### src/mtbs_pkg.sv
// Shared types, character codes and register indexes for the markup text block scanner.
// Used by the interfaces, the register file, the scan core and the top level; depends on nothing.
package mtbs_pkg;

   localparam int DEPTH_BITS    = 8;
   localparam int LENGTH_BITS   = 16;
   localparam int CHAR_BITS     = 8;
   localparam int COUNT_BITS    = 16;
   localparam int CSR_ADDR_BITS = 5;
   localparam int CSR_DATA_BITS = 32;

   localparam logic [LENGTH_BITS-1:0] LENGTH_ONE = LENGTH_BITS'(1);
   localparam logic [LENGTH_BITS-1:0] LENGTH_MAX = {LENGTH_BITS{1'b1}};
   localparam logic [DEPTH_BITS-1:0]  DEPTH_ONE  = DEPTH_BITS'(1);
   localparam logic [DEPTH_BITS-1:0]  DEPTH_MAX  = {DEPTH_BITS{1'b1}};
   localparam logic [DEPTH_BITS-1:0]  DEPTH_ZERO = '0;

   localparam logic [CHAR_BITS-1:0] CH_NL     = 8'h0A;
   localparam logic [CHAR_BITS-1:0] CH_CR     = 8'h0D;
   localparam logic [CHAR_BITS-1:0] CH_TAB    = 8'h09;
   localparam logic [CHAR_BITS-1:0] CH_SPACE  = 8'h20;
   localparam logic [CHAR_BITS-1:0] CH_SLASH  = 8'h2F;
   localparam logic [CHAR_BITS-1:0] CH_LBRACE = 8'h7B;
   localparam logic [CHAR_BITS-1:0] CH_RBRACE = 8'h7D;
   localparam logic [CHAR_BITS-1:0] CH_DQUOTE = 8'h22;
   localparam logic [CHAR_BITS-1:0] CH_SQUOTE = 8'h27;
   localparam logic [CHAR_BITS-1:0] CH_BSLASH = 8'h5C;

   localparam logic [CHAR_BITS-1:0] RESET_INSTANT = 8'd35;
   localparam logic [CHAR_BITS-1:0] RESET_CHAR    = 8'd64;
   localparam logic [CHAR_BITS-1:0] RESET_DEFER   = 8'd37;
   localparam logic [CHAR_BITS-1:0] RESET_SCENE   = 8'd58;
   localparam logic [CHAR_BITS-1:0] RESET_BEAT    = 8'd59;

   typedef enum logic [1:0] {
      KIND_START = 2'd0,
      KIND_CHAR  = 2'd1,
      KIND_END   = 2'd2
   } kind_type;

   typedef enum logic [2:0] {
      REG_INSTANT = 3'd0,
      REG_CHAR    = 3'd1,
      REG_DEFER   = 3'd2,
      REG_SCENE   = 3'd3,
      REG_BEAT    = 3'd4
   } reg_index_type;

   typedef enum logic [3:0] {
      PH_IDLE      = 4'd0,
      PH_T_SKIP    = 4'd1,
      PH_T_RUN     = 4'd2,
      PH_T_DOUBLE  = 4'd3,
      PH_T_FORM    = 4'd4,
      PH_B_SKIP    = 4'd5,
      PH_B_BODY    = 4'd6,
      PH_B_HASH    = 4'd7,
      PH_B_STR     = 4'd8,
      PH_B_ESC     = 4'd9,
      PH_B_CMT     = 4'd10,
      PH_B_CMTHASH = 4'd11
   } phase_type;

   typedef struct packed {
      logic [CHAR_BITS-1:0] instant_code;
      logic [CHAR_BITS-1:0] char_code;
      logic [CHAR_BITS-1:0] defer_code;
      logic [CHAR_BITS-1:0] scene_code;
      logic [CHAR_BITS-1:0] beat_code;
   } cfg_type;

   typedef struct packed {
      phase_type              phase;
      logic                   mode;
      logic [DEPTH_BITS-1:0]  depth;
      logic                   any_consumed;
      logic [LENGTH_BITS-1:0] pos_count;
      logic [LENGTH_BITS-1:0] mark_pos;
      logic [LENGTH_BITS-1:0] skip_count;
      logic [CHAR_BITS-1:0]   held_sigil;
      logic                   quote_single;
      logic                   end_marked;
   } scan_state_type;

   typedef struct packed {
      logic                  done_res;
      logic                  accepted;
      logic                  token_kind;
      logic [COUNT_BITS-1:0] skipped;
      logic [COUNT_BITS-1:0] token_length;
      logic                  overflow;
   } result_type;

   function automatic scan_state_type clear_state();
      scan_state_type s;
      s.phase        = PH_IDLE;
      s.mode         = 1'b0;
      s.depth        = '0;
      s.any_consumed = 1'b0;
      s.pos_count    = '0;
      s.mark_pos     = '0;
      s.skip_count   = '0;
      s.held_sigil   = '0;
      s.quote_single = 1'b0;
      s.end_marked   = 1'b0;
      return s;
   endfunction

   function automatic logic is_space(input logic [CHAR_BITS-1:0] c);
      return (c == CH_SPACE) || (c == CH_TAB) || (c == CH_NL) || (c == CH_CR);
   endfunction

endpackage

### src/mtbs_ifs.sv
// Word channel interfaces for the scanner's request and response sides.
// Widths come from mtbs_pkg.
interface mtbs_req_if;
   logic                           valid;
   logic                           ready;
   logic [1:0]                     kind;
   logic                           mode;
   logic [mtbs_pkg::CHAR_BITS-1:0] ch;

   modport source (output valid, kind, mode, ch, input ready);
   modport sink   (input valid, kind, mode, ch, output ready);
endinterface

interface mtbs_rsp_if;
   logic                            valid;
   logic                            ready;
   logic                            done_res;
   logic                            accepted;
   logic                            token_kind;
   logic [mtbs_pkg::COUNT_BITS-1:0] skipped;
   logic [mtbs_pkg::COUNT_BITS-1:0] token_length;
   logic                            overflow;

   modport source (output valid, done_res, accepted, token_kind, skipped, token_length,
                   overflow, input ready);
   modport sink   (input valid, done_res, accepted, token_kind, skipped, token_length,
                   overflow, output ready);
endinterface

### src/mtbs_csr.sv
// APB-style register file holding the five sigil character codes.
// Depends on mtbs_pkg for the register indexes, reset codes and cfg_type.
module mtbs_csr (
   input  logic                                clock,
   input  logic                                reset,
   input  logic                                psel,
   input  logic                                penable,
   input  logic                                pwrite,
   input  logic [mtbs_pkg::CSR_ADDR_BITS-1:0]  paddr,
   input  logic [mtbs_pkg::CSR_DATA_BITS-1:0]  pwdata,
   output logic [mtbs_pkg::CSR_DATA_BITS-1:0]  prdata,
   output logic                                pready,
   output mtbs_pkg::cfg_type                   cfg
);

   mtbs_pkg::cfg_type       cfg_ff;
   mtbs_pkg::cfg_type       cfg_in;
   mtbs_pkg::reg_index_type index;
   logic                    write_en;
   logic [7:0]              read_byte;

   assign index    = mtbs_pkg::reg_index_type'(paddr[4:2]);
   assign write_en = psel && penable && pwrite;
   assign pready   = 1'b1;
   assign cfg      = cfg_ff;

   always_comb begin
      cfg_in = cfg_ff;
      if (write_en) begin
         unique case (index)
            mtbs_pkg::REG_INSTANT: cfg_in.instant_code = pwdata[7:0];
            mtbs_pkg::REG_CHAR:    cfg_in.char_code    = pwdata[7:0];
            mtbs_pkg::REG_DEFER:   cfg_in.defer_code   = pwdata[7:0];
            mtbs_pkg::REG_SCENE:   cfg_in.scene_code   = pwdata[7:0];
            mtbs_pkg::REG_BEAT:    cfg_in.beat_code    = pwdata[7:0];
            default:               cfg_in = cfg_ff;
         endcase
      end
   end

   always_comb begin
      unique case (index)
         mtbs_pkg::REG_INSTANT: read_byte = cfg_ff.instant_code;
         mtbs_pkg::REG_CHAR:    read_byte = cfg_ff.char_code;
         mtbs_pkg::REG_DEFER:   read_byte = cfg_ff.defer_code;
         mtbs_pkg::REG_SCENE:   read_byte = cfg_ff.scene_code;
         mtbs_pkg::REG_BEAT:    read_byte = cfg_ff.beat_code;
         default:               read_byte = 8'd0;
      endcase
   end

   assign prdata = {{(mtbs_pkg::CSR_DATA_BITS-8){1'b0}}, read_byte};

   always_ff @(posedge clock) begin
      if (reset) begin
         cfg_ff.instant_code <= mtbs_pkg::RESET_INSTANT;
         cfg_ff.char_code    <= mtbs_pkg::RESET_CHAR;
         cfg_ff.defer_code   <= mtbs_pkg::RESET_DEFER;
         cfg_ff.scene_code   <= mtbs_pkg::RESET_SCENE;
         cfg_ff.beat_code    <= mtbs_pkg::RESET_BEAT;
      end else begin
         cfg_ff <= cfg_in;
      end
   end

endmodule

### src/mtbs_core.sv
// Scan state register and the next-state logic that settles one word per cycle while fire is high.
// Depends on mtbs_pkg for the phase enum, state and result structs and character codes.
module mtbs_core (
   input  logic                           clock,
   input  logic                           reset,
   input  logic                           fire,
   input  mtbs_pkg::kind_type             kind,
   input  logic                           mode,
   input  logic [mtbs_pkg::CHAR_BITS-1:0] ch,
   input  mtbs_pkg::cfg_type              cfg,
   output mtbs_pkg::result_type           result
);

   mtbs_pkg::scan_state_type state_ff;
   mtbs_pkg::scan_state_type state_in;
   logic                     done_v;
   logic                     acc_v;
   logic                     ovf_v;
   logic                     go_text;
   logic                     go_body;
   logic                     go_cmt;
   logic                     form_v;
   logic [mtbs_pkg::LENGTH_BITS-1:0] len_v;

   always_ff @(posedge clock) begin
      if (reset) begin
         state_ff <= mtbs_pkg::clear_state();
      end else if (fire) begin
         state_ff <= state_in;
      end
   end

   always_comb begin
      state_in = state_ff;
      done_v   = 1'b0;
      acc_v    = 1'b0;
      ovf_v    = 1'b0;
      go_text  = 1'b0;
      go_body  = 1'b0;
      go_cmt   = 1'b0;
      form_v   = 1'b0;

      case (kind)
         mtbs_pkg::KIND_START: begin
            state_in       = mtbs_pkg::clear_state();
            state_in.mode  = mode;
            state_in.phase = mode ? mtbs_pkg::PH_B_SKIP : mtbs_pkg::PH_T_SKIP;
         end

         mtbs_pkg::KIND_CHAR: begin
            unique case (state_ff.phase)
               mtbs_pkg::PH_T_SKIP, mtbs_pkg::PH_B_SKIP: begin
                  if (mtbs_pkg::is_space(ch)) begin
                     if (state_ff.skip_count == mtbs_pkg::LENGTH_MAX) begin
                        state_in.phase = mtbs_pkg::PH_IDLE;
                        done_v = 1'b1;
                        ovf_v  = 1'b1;
                     end else begin
                        state_in.skip_count = state_ff.skip_count + mtbs_pkg::LENGTH_ONE;
                     end
                  end else if (state_ff.phase == mtbs_pkg::PH_T_SKIP) begin
                     state_in.phase = mtbs_pkg::PH_T_RUN;
                     go_text = 1'b1;
                  end else if (ch == mtbs_pkg::CH_RBRACE) begin
                     // An empty block body declines the scan.
                     state_in.phase = mtbs_pkg::PH_IDLE;
                     done_v = 1'b1;
                  end else begin
                     state_in.phase = mtbs_pkg::PH_B_BODY;
                     go_body = 1'b1;
                  end
               end
               mtbs_pkg::PH_T_RUN: go_text = 1'b1;
               mtbs_pkg::PH_T_DOUBLE: begin
                  if (!state_ff.any_consumed && ch == state_ff.held_sigil) begin
                     state_in.phase = mtbs_pkg::PH_IDLE;
                     done_v = 1'b1;
                  end else begin
                     state_in.mark_pos     = state_ff.pos_count;
                     state_in.end_marked   = 1'b1;
                     state_in.any_consumed = 1'b1;
                     state_in.phase        = mtbs_pkg::PH_T_RUN;
                     go_text = 1'b1;
                  end
               end
               mtbs_pkg::PH_T_FORM: begin
                  if (state_ff.held_sigil == cfg.defer_code) begin
                     form_v = (ch == mtbs_pkg::CH_LBRACE);
                  end else begin
                     form_v = (ch == mtbs_pkg::CH_LBRACE) || (ch == mtbs_pkg::CH_DQUOTE) ||
                              (ch == mtbs_pkg::CH_SQUOTE);
                  end
                  if (form_v) begin
                     state_in.phase = mtbs_pkg::PH_IDLE;
                     done_v = 1'b1;
                     acc_v  = state_ff.any_consumed;
                  end else begin
                     state_in.mark_pos     = state_ff.pos_count;
                     state_in.end_marked   = 1'b1;
                     state_in.any_consumed = 1'b1;
                     state_in.phase        = mtbs_pkg::PH_T_RUN;
                     go_text = 1'b1;
                  end
               end
               mtbs_pkg::PH_B_BODY: go_body = 1'b1;
               mtbs_pkg::PH_B_HASH: begin
                  if (ch == cfg.instant_code) begin
                     if (state_ff.pos_count == mtbs_pkg::LENGTH_MAX) begin
                        state_in.phase = mtbs_pkg::PH_IDLE;
                        done_v = 1'b1;
                        ovf_v  = 1'b1;
                     end else begin
                        state_in.pos_count = state_ff.pos_count + mtbs_pkg::LENGTH_ONE;
                        state_in.phase     = mtbs_pkg::PH_B_CMT;
                     end
                  end else begin
                     state_in.mark_pos     = state_ff.pos_count;
                     state_in.end_marked   = 1'b1;
                     state_in.any_consumed = 1'b1;
                     state_in.phase        = mtbs_pkg::PH_B_BODY;
                     go_body = 1'b1;
                  end
               end
               mtbs_pkg::PH_B_STR, mtbs_pkg::PH_B_ESC: begin
                  if (state_ff.pos_count == mtbs_pkg::LENGTH_MAX) begin
                     state_in.phase = mtbs_pkg::PH_IDLE;
                     done_v = 1'b1;
                     ovf_v  = 1'b1;
                  end else begin
                     state_in.pos_count = state_ff.pos_count + mtbs_pkg::LENGTH_ONE;
                     if (state_ff.phase == mtbs_pkg::PH_B_ESC) begin
                        state_in.phase = mtbs_pkg::PH_B_STR;
                     end else if (ch == mtbs_pkg::CH_BSLASH) begin
                        state_in.phase = mtbs_pkg::PH_B_ESC;
                     end else if (ch == (state_ff.quote_single ? mtbs_pkg::CH_SQUOTE
                                                               : mtbs_pkg::CH_DQUOTE)) begin
                        state_in.mark_pos     = state_in.pos_count;
                        state_in.end_marked   = 1'b1;
                        state_in.any_consumed = 1'b1;
                        state_in.phase        = mtbs_pkg::PH_B_BODY;
                     end
                  end
               end
               mtbs_pkg::PH_B_CMT: go_cmt = 1'b1;
               mtbs_pkg::PH_B_CMTHASH: begin
                  if (ch == cfg.instant_code) begin
                     if (state_ff.pos_count == mtbs_pkg::LENGTH_MAX) begin
                        state_in.phase = mtbs_pkg::PH_IDLE;
                        done_v = 1'b1;
                        ovf_v  = 1'b1;
                     end else begin
                        state_in.pos_count = state_ff.pos_count + mtbs_pkg::LENGTH_ONE;
                        state_in.phase     = mtbs_pkg::PH_B_BODY;
                     end
                  end else begin
                     state_in.phase = mtbs_pkg::PH_B_CMT;
                     go_cmt = 1'b1;
                  end
               end
               default: state_in = state_ff;
            endcase

            // Inside a comment: a line end hands the character back to the body.
            if (go_cmt) begin
               if (ch == mtbs_pkg::CH_NL || ch == mtbs_pkg::CH_CR) begin
                  state_in.phase = mtbs_pkg::PH_B_BODY;
                  go_body = 1'b1;
               end else if (state_in.pos_count == mtbs_pkg::LENGTH_MAX) begin
                  state_in.phase = mtbs_pkg::PH_IDLE;
                  done_v = 1'b1;
                  ovf_v  = 1'b1;
               end else begin
                  state_in.pos_count = state_in.pos_count + mtbs_pkg::LENGTH_ONE;
                  if (ch == cfg.instant_code) begin
                     state_in.phase = mtbs_pkg::PH_B_CMTHASH;
                  end
               end
            end

            if (go_text) begin
               if (ch == mtbs_pkg::CH_NL || ch == mtbs_pkg::CH_CR ||
                   ch == mtbs_pkg::CH_LBRACE) begin
                  state_in.phase = mtbs_pkg::PH_IDLE;
                  done_v = 1'b1;
                  acc_v  = state_in.any_consumed;
               end else if (state_in.pos_count == mtbs_pkg::LENGTH_MAX) begin
                  state_in.phase = mtbs_pkg::PH_IDLE;
                  done_v = 1'b1;
                  ovf_v  = 1'b1;
               end else begin
                  state_in.pos_count = state_in.pos_count + mtbs_pkg::LENGTH_ONE;
                  if (ch == cfg.scene_code || ch == cfg.beat_code ||
                      ch == mtbs_pkg::CH_SLASH) begin
                     state_in.held_sigil = ch;
                     state_in.phase      = mtbs_pkg::PH_T_DOUBLE;
                  end else if (ch == cfg.instant_code || ch == cfg.char_code ||
                               ch == cfg.defer_code) begin
                     state_in.held_sigil = ch;
                     state_in.phase      = mtbs_pkg::PH_T_FORM;
                  end else begin
                     state_in.mark_pos     = state_in.pos_count;
                     state_in.end_marked   = 1'b1;
                     state_in.any_consumed = 1'b1;
                  end
               end
            end

            if (go_body) begin
               if (ch == mtbs_pkg::CH_DQUOTE || ch == mtbs_pkg::CH_SQUOTE ||
                   ch == cfg.instant_code) begin
                  state_in.any_consumed = 1'b1;
                  if (state_in.pos_count == mtbs_pkg::LENGTH_MAX) begin
                     state_in.phase = mtbs_pkg::PH_IDLE;
                     done_v = 1'b1;
                     ovf_v  = 1'b1;
                  end else begin
                     state_in.pos_count = state_in.pos_count + mtbs_pkg::LENGTH_ONE;
                     if (ch == mtbs_pkg::CH_DQUOTE || ch == mtbs_pkg::CH_SQUOTE) begin
                        state_in.quote_single = (ch == mtbs_pkg::CH_SQUOTE);
                        state_in.phase        = mtbs_pkg::PH_B_STR;
                     end else begin
                        state_in.phase = mtbs_pkg::PH_B_HASH;
                     end
                  end
               end else if (ch == mtbs_pkg::CH_LBRACE &&
                            state_in.depth == mtbs_pkg::DEPTH_MAX) begin
                  state_in.phase = mtbs_pkg::PH_IDLE;
                  done_v = 1'b1;
                  ovf_v  = 1'b1;
               end else if (ch == mtbs_pkg::CH_RBRACE &&
                            state_in.depth == mtbs_pkg::DEPTH_ZERO) begin
                  // Closing brace of the body itself.
                  state_in.phase = mtbs_pkg::PH_IDLE;
                  done_v = 1'b1;
                  acc_v  = state_in.any_consumed;
               end else begin
                  if (ch == mtbs_pkg::CH_LBRACE) begin
                     state_in.depth = state_in.depth + mtbs_pkg::DEPTH_ONE;
                  end else if (ch == mtbs_pkg::CH_RBRACE) begin
                     state_in.depth = state_in.depth - mtbs_pkg::DEPTH_ONE;
                  end else begin
                     state_in.any_consumed = 1'b1;
                  end
                  if (state_in.pos_count == mtbs_pkg::LENGTH_MAX) begin
                     state_in.phase = mtbs_pkg::PH_IDLE;
                     done_v = 1'b1;
                     ovf_v  = 1'b1;
                  end else begin
                     state_in.pos_count = state_in.pos_count + mtbs_pkg::LENGTH_ONE;
                     if (!mtbs_pkg::is_space(ch)) begin
                        state_in.mark_pos     = state_in.pos_count;
                        state_in.end_marked   = 1'b1;
                        state_in.any_consumed = 1'b1;
                     end
                  end
               end
            end
         end

         mtbs_pkg::KIND_END: begin
            unique case (state_ff.phase)
               mtbs_pkg::PH_IDLE: state_in = state_ff;
               mtbs_pkg::PH_T_SKIP, mtbs_pkg::PH_B_SKIP: begin
                  state_in.phase = mtbs_pkg::PH_IDLE;
                  done_v = 1'b1;
               end
               mtbs_pkg::PH_T_DOUBLE, mtbs_pkg::PH_T_FORM, mtbs_pkg::PH_B_HASH,
               mtbs_pkg::PH_B_STR, mtbs_pkg::PH_B_ESC: begin
                  // A pending sigil or open string still counts as token text.
                  state_in.mark_pos     = state_ff.pos_count;
                  state_in.end_marked   = 1'b1;
                  state_in.any_consumed = 1'b1;
                  state_in.phase        = mtbs_pkg::PH_IDLE;
                  done_v = 1'b1;
                  acc_v  = 1'b1;
               end
               default: begin
                  state_in.phase = mtbs_pkg::PH_IDLE;
                  done_v = 1'b1;
                  acc_v  = state_ff.any_consumed;
               end
            endcase
         end

         default: state_in = state_ff;
      endcase
   end

   assign len_v = state_in.end_marked ? state_in.mark_pos : state_in.pos_count;

   assign result.done_res     = done_v;
   assign result.accepted     = acc_v;
   assign result.token_kind   = done_v & state_in.mode;
   assign result.skipped      = acc_v ? mtbs_pkg::COUNT_BITS'(state_in.skip_count)
                                      : '0;
   assign result.token_length = acc_v ? mtbs_pkg::COUNT_BITS'(len_v) : '0;
   assign result.overflow     = ovf_v;

   a_accept_settles : assert property (@(posedge clock) disable iff (reset)
      (fire && (acc_v || ovf_v)) |=> (state_ff.phase == mtbs_pkg::PH_IDLE))
      else $error("settled scan did not return to idle");

   a_ovf_declines : assert property (@(posedge clock) disable iff (reset)
      (fire && ovf_v) |-> (done_v && !acc_v))
      else $error("overflow reported on an accepted or unsettled scan");

   a_start_opens : assert property (@(posedge clock) disable iff (reset)
      (fire && kind == mtbs_pkg::KIND_START) |=>
         (state_ff.pos_count == '0 && state_ff.phase != mtbs_pkg::PH_IDLE))
      else $error("start word did not open a fresh scan");

endmodule

### src/markup_text_block_scanner.sv
// Top level of the markup text block scanner: word channels, pipeline registers and wiring.
// Depends on mtbs_pkg, mtbs_ifs (mtbs_req_if, mtbs_rsp_if), mtbs_csr and mtbs_core.
//
// The scanner takes one word per clock while results are taken, and answers every word
// with exactly one result word: the word is captured in an input register, the scan core
// settles it against the running scan state once the result register is empty or being
// drained, and the answer lands in the result register. A new word may follow every
// cycle unless the result side holds off; there is a single scan-state
// register that each word updates in turn. A start word opens a text or block scan,
// character words feed it, and an end word closes it; the result carries done_res
// high on the word that settles the scan. When the result register is full and not
// being taken, one further word is still accepted and waits in the input register.
// The sigil codes live in five byte-wide registers at byte addresses 0, 4, 8, 12 and
// 16 of the APB-style port; they should only be rewritten while the scanner is idle.
module markup_text_block_scanner (
   input  logic                               clock,
   input  logic                               reset,
   mtbs_req_if.sink                           req_bus,
   mtbs_rsp_if.source                         rsp_bus,
   input  logic                               psel,
   input  logic                               penable,
   input  logic                               pwrite,
   input  logic [mtbs_pkg::CSR_ADDR_BITS-1:0] paddr,
   input  logic [mtbs_pkg::CSR_DATA_BITS-1:0] pwdata,
   output logic [mtbs_pkg::CSR_DATA_BITS-1:0] prdata,
   output logic                               pready
);

   // Input register stage.
   logic                           in_valid_ff;
   logic                           in_valid_in;
   mtbs_pkg::kind_type             in_kind_ff;
   logic                           in_mode_ff;
   logic [mtbs_pkg::CHAR_BITS-1:0] in_ch_ff;

   // Result register stage.
   logic                           out_valid_ff;
   logic                           out_valid_in;
   mtbs_pkg::result_type           out_res_ff;

   mtbs_pkg::cfg_type              cfg;
   mtbs_pkg::result_type           core_res;
   logic                           advance;
   logic                           accept;

   // The held word moves on whenever the result register is empty or being drained.
   assign advance       = in_valid_ff && (!out_valid_ff || rsp_bus.ready);
   assign req_bus.ready = !in_valid_ff || advance;
   assign accept        = req_bus.valid && req_bus.ready;

   assign in_valid_in  = accept ? 1'b1 : (advance ? 1'b0 : in_valid_ff);
   assign out_valid_in = advance ? 1'b1 : (rsp_bus.ready ? 1'b0 : out_valid_ff);

   always_ff @(posedge clock) begin
      if (reset) begin
         in_valid_ff  <= 1'b0;
         out_valid_ff <= 1'b0;
      end else begin
         in_valid_ff  <= in_valid_in;
         out_valid_ff <= out_valid_in;
      end
   end

   // Payload registers carry no reset; their valid bits guard them.
   always_ff @(posedge clock) begin
      if (accept) begin
         in_kind_ff <= mtbs_pkg::kind_type'(req_bus.kind);
         in_mode_ff <= req_bus.mode;
         in_ch_ff   <= req_bus.ch;
      end
      if (advance) begin
         out_res_ff <= core_res;
      end
   end

   mtbs_csr u_csr (
      .clock   (clock),
      .reset   (reset),
      .psel    (psel),
      .penable (penable),
      .pwrite  (pwrite),
      .paddr   (paddr),
      .pwdata  (pwdata),
      .prdata  (prdata),
      .pready  (pready),
      .cfg     (cfg)
   );

   mtbs_core u_core (
      .clock  (clock),
      .reset  (reset),
      .fire   (advance),
      .kind   (in_kind_ff),
      .mode   (in_mode_ff),
      .ch     (in_ch_ff),
      .cfg    (cfg),
      .result (core_res)
   );

   assign rsp_bus.valid        = out_valid_ff;
   assign rsp_bus.done_res     = out_res_ff.done_res;
   assign rsp_bus.accepted     = out_res_ff.accepted;
   assign rsp_bus.token_kind   = out_res_ff.token_kind;
   assign rsp_bus.skipped      = out_res_ff.skipped;
   assign rsp_bus.token_length = out_res_ff.token_length;
   assign rsp_bus.overflow     = out_res_ff.overflow;

   // A word may only enter a full input register if the held word leaves at once.
   a_no_overwrite : assert property (@(posedge clock) disable iff (reset)
      (accept && in_valid_ff) |-> advance)
      else $error("input register overwritten before its word moved on");

   // Every word that moves on shows up as a result in the next cycle.
   a_advance_loads : assert property (@(posedge clock) disable iff (reset)
      advance |=> out_valid_ff)
      else $error("advanced word did not reach the result register");

   // An accepted token is always a settling result.
   a_accept_done : assert property (@(posedge clock) disable iff (reset)
      (out_valid_ff && out_res_ff.accepted) |-> out_res_ff.done_res)
      else $error("token accepted without settling the scan");

endmodule

### src/flat_wrapper.sv
// flat-port wrapper written by rule: the top's interface ports become plain ports
module markup_text_block_scanner_flat 
  (clock, reset, psel, penable, pwrite, paddr, pwdata, prdata, pready, req_bus_valid, req_bus_kind, req_bus_mode, req_bus_ch, req_bus_ready, rsp_bus_valid, rsp_bus_done_res, rsp_bus_accepted, rsp_bus_token_kind, rsp_bus_skipped, rsp_bus_token_length, rsp_bus_overflow, rsp_bus_ready);
  mtbs_req_if req_bus_i ();
  mtbs_rsp_if rsp_bus_i ();
  input  logic clock;
  input  logic reset;
  input  logic psel;
  input  logic penable;
  input  logic pwrite;
  input  logic [mtbs_pkg::CSR_ADDR_BITS-1:0] paddr;
  input  logic [mtbs_pkg::CSR_DATA_BITS-1:0] pwdata;
  output logic [mtbs_pkg::CSR_DATA_BITS-1:0] prdata;
  output logic pready;
  input wire logic [$bits(req_bus_i.valid)-1:0] req_bus_valid;
  input wire logic [$bits(req_bus_i.kind)-1:0] req_bus_kind;
  input wire logic [$bits(req_bus_i.mode)-1:0] req_bus_mode;
  input wire logic [$bits(req_bus_i.ch)-1:0] req_bus_ch;
  output wire logic [$bits(req_bus_i.ready)-1:0] req_bus_ready;
  output wire logic [$bits(rsp_bus_i.valid)-1:0] rsp_bus_valid;
  output wire logic [$bits(rsp_bus_i.done_res)-1:0] rsp_bus_done_res;
  output wire logic [$bits(rsp_bus_i.accepted)-1:0] rsp_bus_accepted;
  output wire logic [$bits(rsp_bus_i.token_kind)-1:0] rsp_bus_token_kind;
  output wire logic [$bits(rsp_bus_i.skipped)-1:0] rsp_bus_skipped;
  output wire logic [$bits(rsp_bus_i.token_length)-1:0] rsp_bus_token_length;
  output wire logic [$bits(rsp_bus_i.overflow)-1:0] rsp_bus_overflow;
  input wire logic [$bits(rsp_bus_i.ready)-1:0] rsp_bus_ready;
  assign req_bus_i.valid = req_bus_valid;
  assign req_bus_i.kind = req_bus_kind;
  assign req_bus_i.mode = req_bus_mode;
  assign req_bus_i.ch = req_bus_ch;
  assign req_bus_ready = req_bus_i.ready;
  assign rsp_bus_valid = rsp_bus_i.valid;
  assign rsp_bus_done_res = rsp_bus_i.done_res;
  assign rsp_bus_accepted = rsp_bus_i.accepted;
  assign rsp_bus_token_kind = rsp_bus_i.token_kind;
  assign rsp_bus_skipped = rsp_bus_i.skipped;
  assign rsp_bus_token_length = rsp_bus_i.token_length;
  assign rsp_bus_overflow = rsp_bus_i.overflow;
  assign rsp_bus_i.ready = rsp_bus_ready;
  markup_text_block_scanner u_core (.clock(clock), .reset(reset), .req_bus(req_bus_i), .rsp_bus(rsp_bus_i), .psel(psel), .penable(penable), .pwrite(pwrite), .paddr(paddr), .pwdata(pwdata), .prdata(prdata), .pready(pready));
endmodule
### config.mk
export PLATFORM = sky130hd
export DESIGN_NAME = markup_text_block_scanner_flat
export DESIGN_NICKNAME = d
export VERILOG_FILES = /design/src/mtbs_pkg.sv /design/src/mtbs_ifs.sv /design/src/mtbs_csr.sv /design/src/mtbs_core.sv /design/src/markup_text_block_scanner.sv /design/src/flat_wrapper.sv
export SDC_FILE = /design/constraint.sdc
export NUM_CORES = 1
export LEC_CHECK = 0
export BUFFER_PORTS_ARGS = -buffer_cell sky130_fd_sc_hd__buf_2
export CORE_ASPECT_RATIO = 1.25
export CORE_MARGIN = 3
export CORE_UTILIZATION = 41
export CTS_BUF_LIST = sky130_fd_sc_hd__clkbuf_8
export DETAILED_ROUTE_END_ITERATION = 10
export GPL_ROUTABILITY_DRIVEN = 0
export HOLD_SLACK_MARGIN = 0.03
export PLACE_DENSITY = 0.58
export SYNTH_ARGS = -nofsm -noshare
export SYNTH_HDL_FRONTEND = slang
export SYNTH_HIERARCHICAL = 1
export SYNTH_SLANG_ARGS = --single-unit
### constraint.sdc
create_clock -name clock -period 9.85 [get_ports clock]
set_clock_uncertainty 0.2 [all_clocks]
set_input_delay 0.985 -clock clock [delete_from_list [all_inputs] [get_ports clock]]
set_output_delay 0.985 -clock clock [all_outputs]
set_load 0.01 [all_outputs]
======== After elaboration in Yosys (flattened, before gate mapping) ========
Cells that the tools add are included.
Widths: inputs -> output; s select.
word-level totals
  register bits after elaboration ......... 161
  output and inout bits ................... 71
cells by class
  add/sub/neg operators ................... 7
  equal/unequal tests ..................... 51
  muxes and demuxes ....................... 184
  bitwise gates (word level) .............. 2
  reductions and logical operators ........ 48
operators with widths
  cell                   number
  $mux 16                23
  $pmux 72 s3            1
  $mux 33                6
  $mux 41                3
  $mux 4                 27
  $mux 1                 93
  $add 16x1->16 const B  5
  $eq 16x16->1 const B   5
  $mux 8                 8
  $pmux 16 s4            1
  $eq 8x8->1             7
  $pmux 8 s5             1
  $eq 8x6->1 const B     4
  $pmux 16 s2            1
  $eq 8x4->1 const B     3
  $eq 8x7->1 const B     3
  $pmux 4 s6             1
  $mux 17                1
  $eq 4x3->1 const B     4
  $eq 4x4->1 const B     4
  $ne 2x2->1 const B     8
  $logic_or 1x1->1       15
  $reduce_and 7->1       2
  $mux 3                 4
  34 further kinds       62

======== Logic depth before layout (Yosys ltp) ========
  depth in word-level cells ............... 30
  depth in mapped cells ................... 34

======== Modules after synthesis ========
Netlist, hierarchy kept.
modules (own cells, without submodules)
  module                     times used  cells each  area each (sq um)  sequential area each (sq um)
  mtbs_core                  1           1424        9816.9             1441.4
  mtbs_csr                   1           225         2190.9             800.8
  markup_text_block_scanner  1           57          1515.2             1451.4

======== Worst setup path before layout ========
No wires, ideal clock.
  kind .................................... reg2reg
  start ................................... register u_core/u_core/state_ff[43] in the netlist's numbering
  end ..................................... register u_core.out_res_ff, in the netlist u_core/rsp_bus.token_length[6] (data pin)
  library setup time ...................... 0.273 ns
  data arrival time ....................... 7.375 ns
  required time ........................... 9.377 ns
  setup slack ............................. 2.002 ns
  stages on the path, launching flop included .. 32
  path buffers ............................ 5
  path through ............................ dfxtp_1 -> ha_1 -> nand3_2 -> nor3_1 -> nand2_1 -> o21ai_1 -> buf_2 -> xnor2_1 -> ha_1 -> inv_1 -> a2111oi_4 -> nand4_4 -> o21ai_1 -> mux2_2 -> ha_1 -> clkbuf_1 -> o21ai_1 -> nor3_4 -> a31oi_4 -> clkbuf_1 -> mux2_2 -> ha_1 -> o21ai_0 -> o21a_1 -> o32ai_4 -> and4_1 -> buf_4 -> a21oi_2 -> buf_4 -> a21oi_1 -> a221oi_1 -> o22ai_1
between the ends
  longest elaborated chain between the ends .. 25
  elaborated cells on any way between the ends .. 60
  classes of those cells .................. add/sub: 4; eq/ne: 4; mux: 52
RTL lines
  what                                                                    RTL line                         RTL
  from (decl)                                                             mtbs_core.sv:14                  mtbs_pkg::scan_state_type state_ff;
  from (signal assigned)                                                  mtbs_core.sv:27                  state_ff <= mtbs_pkg::clear_state();
  from (signal assigned)                                                  mtbs_core.sv:29                  state_ff <= state_in;
  parallel branches: the longest is 25 deep, another holds $add 16x1->16  n/a
  to (signal assigned)                                                    markup_text_block_scanner.sv:72  out_res_ff <= core_res;
  to (decl)                                                               markup_text_block_scanner.sv:39  mtbs_pkg::result_type out_res_ff;
Several ways; the timed one is not identified. The select of a mux whose other input is x is not followed.
A chain may end at the register's enable or synchronous reset.

======== Final worst setup path ========
  start ................................... register u_core/u_core/state_ff[70] in the netlist's numbering
  end ..................................... register u_core.out_res_ff, in the netlist u_core/rsp_bus.token_length[0] (data pin)
between the ends
  longest elaborated chain between the ends .. 24
  elaborated cells on any way between the ends .. 89
  classes of those cells .................. add/sub: 3; eq/ne: 14; mux: 66; reduce/logical: 6
RTL lines
  what
  parallel branches: the longest is 24 deep, another holds $add 16x1->16
Several ways; the timed one is not identified. The select of a mux whose other input is x is not followed.

==> impl_metrics.tcl <==
set metrics [dict create \
    dieArea_um2 35200 \
    drv_cap 0 \
    clock-sinks 161 \
    ctsHtreeMaxLevel 4 \
    vias 13300 \
    setup_viol 0 \
    antennaDiodeCount 0 \
    hp-class "reg -> reg" \
    worstReg2RegStart "u_core/u_core/state_ff[70]$_SDFFE_PP0P_" \
    synth_area_leaders "dfxtp_1 (17%), edfxtp_1 (10%), nor2_1 (5.6%)" \
    die_h_um 209 \
    cts_buffers 17 \
    fin_crit_ns 8.78 \
    start_util_pct 42.1 \
    r2r_slack_ns 1.07 \
    critical_path_class "reg -> reg" \
    slew-limit-headroom_pct 16.0 \
    grt_pass1_wl_um 69300 \
    cp-end-kind "flip-flop" \
    wirelength_um 44400 \
    place_area_um2 14100 \
    hold_viol_final 0 \
    viasPerCell 6.20 \
    drc 0 \
    worstHoldEndpoint "u_core/u_core/state_ff[5]$_SDFFE_PP0P_" \
    fin_tns_setup_ns 0 \
    fmax_mhz 114 \
    layout.nets 1785 \
    cp_slowest_stage_delay_ns 0.75 \
    grt_pass1_vias 12300 \
    chipWidth_um 168 \
    finalMaxSlewViolations 0 \
    worstSetupStartpointType "flip-flop" \
    cts-root-buf "clkbuf_8" \
    first_iter_violations 1230 \
    cp_max_fo 19 \
    synth_edf_count 47 \
    cts_setup_buffers 0 \
    synth_area_leader_cell "dfxtp_1" \
    yosysTopAreaCellShare_pct 16.9 \
    overflow 0 \
    track_usage_pct 24.3 \
    ys_ff_latch 161 \
    drive_gt1_share_pct 13.8 \
    ioPinCount 126 \
    clock_latency_ns 0.50 \
    holdPathStages 2 \
    status "finished clean" \
    syn_area_um2 13500 \
    worst_hold_slack_ns 0.306 \
    area_growth_pct 7.04 \
    clk_pin_slew_ns 0.10 \
    final_cell_area_um2 14500 \
    hold_buffers 0 \
    place_ws_ns 1.23 \
    grt_start_max_net_pins 76 \
    ir_drop_mv 0.0720 \
    leakage_nw 5.02 \
    rows 73 \
    final_antenna_net_count 0 \
    cts_resized 0 \
    antenna_found_initial 0 \
    cpMostUsedCell "o21ai_1" \
    detail_route.first_pass.iterations 5 \
    cp.arrival_ns 8.86 \
    p_per_area_nw_per_um2 101 \
    synthDistinctLibCells 113 \
    core_area_um2 32200 \
    reg2reg_to "u_core/rsp_bus.token_length[0]$_DFFE_PP_" \
    postLayoutCoreUtil_pct 45.0 \
    rsz0062_at_grt "no" \
    ys.flop_type "dfxtp_1" \
    ff2ff_path_depth 28 \
    yosys_warnings 6 \
    required_ns 9.93 \
    synth.avg_cell_area_um2 7.93 \
    hp-start "u_core/u_core/state_ff[5]$_SDFFE_PP0P_" \
    hpwl_um 33200 \
    port_buffers 74 \
    wl_per_cell_um 20.8 \
    netlist_instances 1706 \
    slowest_stage "dfxtp_1" \
    finalCritPeriodShare_pct 89.2 \
    setup_ws_ns 1.07 \
    clockBufferDepth 2 \
    worst_pin_slew_ns 1.25 \
    ys_seq_area_share_pct 27.3 \
    async_flop_share_pct 0 \
    cts_tree "done" \
]
## per-stage QoR
stage / cells / power (mW)
after floorplan: 1729 / 0.899
after global placement: 2107 / 0.953
after detailed placement: 2107 / 0.956
after CTS: 2139 / 1.48
after global routing: 2139 / 1.53
final: 2139 / 1.47
## cell type report
| cell class | count | area [um^2] |
|---|---|---|
| repair buffers | 114 | 673 |
| inverters | 28 | 105 |
| fillers | 3226 | 17700 |
| flip-flops and latches | 161 | 3690 |
| well taps | 412 | 515 |
| clock buffers | 17 | 234 |
| clock inverters | 15 | 174 |
| multi-input cells | 1392 | 9080 |
## worst max-delay path: cells and delay by family (launching register included)
family          cells  cell delay, ns
compound gates     11            3.12
xor+xnor            3            0.96
fa+ha+maj           3            1.04
buf+inv             3            0.51
flops               1            0.75
simple gates        8            1.98
## cells by family after synthesis
group	share of synthesized area, %
and+or+nand+nor	25.1
AOI/OAI and AO/OA	26.0
buffers and inverters	6.36
DFF	27.3
xor gates and xnor gates	6.93
muxes	6.66
adders and majority gates	1.54
other	0.0555
## Yosys cell counts (19+ instances only)
master / instances
nor3_1: 45
a22oi_1: 29
mux2_2: 24
o22ai_1: 26
nor4_1: 22
buf_2: 19
nor2_1: 200
buf_4: 36
nand4_1: 30
mux2i_1: 60
xnor2_1: 61
nand2_1: 129
edfxtp_1: 47
inv_1: 25
xor2_1: 46
dfxtp_1: 114
nand2b_1: 47
a21oi_1: 106
a31oi_1: 24
a211oi_1: 35
o21ai_0: 84
clkbuf_1: 79
and3_1: 23
a311oi_1: 23
nand3_1: 50
## layout by cell type (no fill, tap or decap), drive strengths merged, types with 8 or more instances in the layout
master  Yosys  routed
a32oi       8       8
a21oi     109     109
nand2b     48      48
edfxtp     47      47
ha         15      15
clkinv      2       9
nor2      203     203
a31oi      26      26
and3       24      24
clkbuf     81      17
mux2i      60      60
o32ai      10      10
nand3      54      54
nor4       23      23
nor3b      11      11
a311oi     23      23
mux2       26      26
conb        2      25
or3        12      12
a21o       10      10
o311ai     15      15
or2         8       8
nor2b      11      11
buf        67     114
and2       15      15
dfxtp     114     114
nand2     131     131
a22oi      29      29
a211oi     39      39
xor2       46      46
o31ai       8       8
nand4      33      33
nand3b      8       8
o211ai     18      18
o21ai      99      99
o22ai      26      26
inv        26      30
nor3       50      50
xnor2      61      61
## registers in the layout (all words and copies together), names as in the netlist
name / flops
u_core/rsp_bus.skipped: 16
u_core/rsp_bus.token_length: 16
u_core/rsp_bus.overflow: 1
u_core/in_ch_ff: 8
u_core/rsp_bus.valid: 1
u_core/u_csr/cfg: 40
u_core/in_mode_ff: 1
u_core/u_core/state_ff: 72
u_core/rsp_bus.token_kind: 1
u_core/rsp_bus.accepted: 1
u_core/rsp_bus.done_res: 1
u_core/in_kind_ff: 2
u_core/in_valid_ff: 1
## layer usage
layer  track usage (%)  up-vias  share of wire, %
met5                 0        -                 0
met4              9.51        0               3.8
met3              2.91       95               6.2
met2              40.4      533                47
met1              32.1     6305                43
li1                  -     6334                 -
## worst max-delay path by stage
stage / start / to / slack [ns] / depth (start not counted)
after global placement: u_core/u_core/state_ff[70]$_SDFFE_PP0P_ / u_core/rsp_bus.token_length[4]$_DFFE_PP_ / 1.34 / 28
after global routing: u_core/u_core/state_ff[70]$_SDFFE_PP0P_ / u_core/rsp_bus.token_length[0]$_DFFE_PP_ / 0.45 / 28
final: u_core/u_core/state_ff[70]$_SDFFE_PP0P_ / u_core/rsp_bus.token_length[0]$_DFFE_PP_ / 1.07 / 28
after detailed placement: u_core/u_core/state_ff[70]$_SDFFE_PP0P_ / u_core/rsp_bus.token_length[0]$_DFFE_PP_ / 1.23 / 28
after floorplan: u_core/u_core/state_ff[43]$_SDFFE_PP0P_ / u_core/rsp_bus.token_length[6]$_DFFE_PP_ / 2.00 / 31
after CTS: u_core/u_core/state_ff[70]$_SDFFE_PP0P_ / u_core/rsp_bus.token_length[0]$_DFFE_PP_ / 1.20 / 28
## where the power goes
part | leakage (nW) | internal (mW) | switching (mW)
logic | 3.45 | 0.0777 | 0.139
registers | 1.38 | 0.699 | 0.0288
clock network | 0.194 | 0.211 | 0.312
Power figures use the tool's default switching activity.
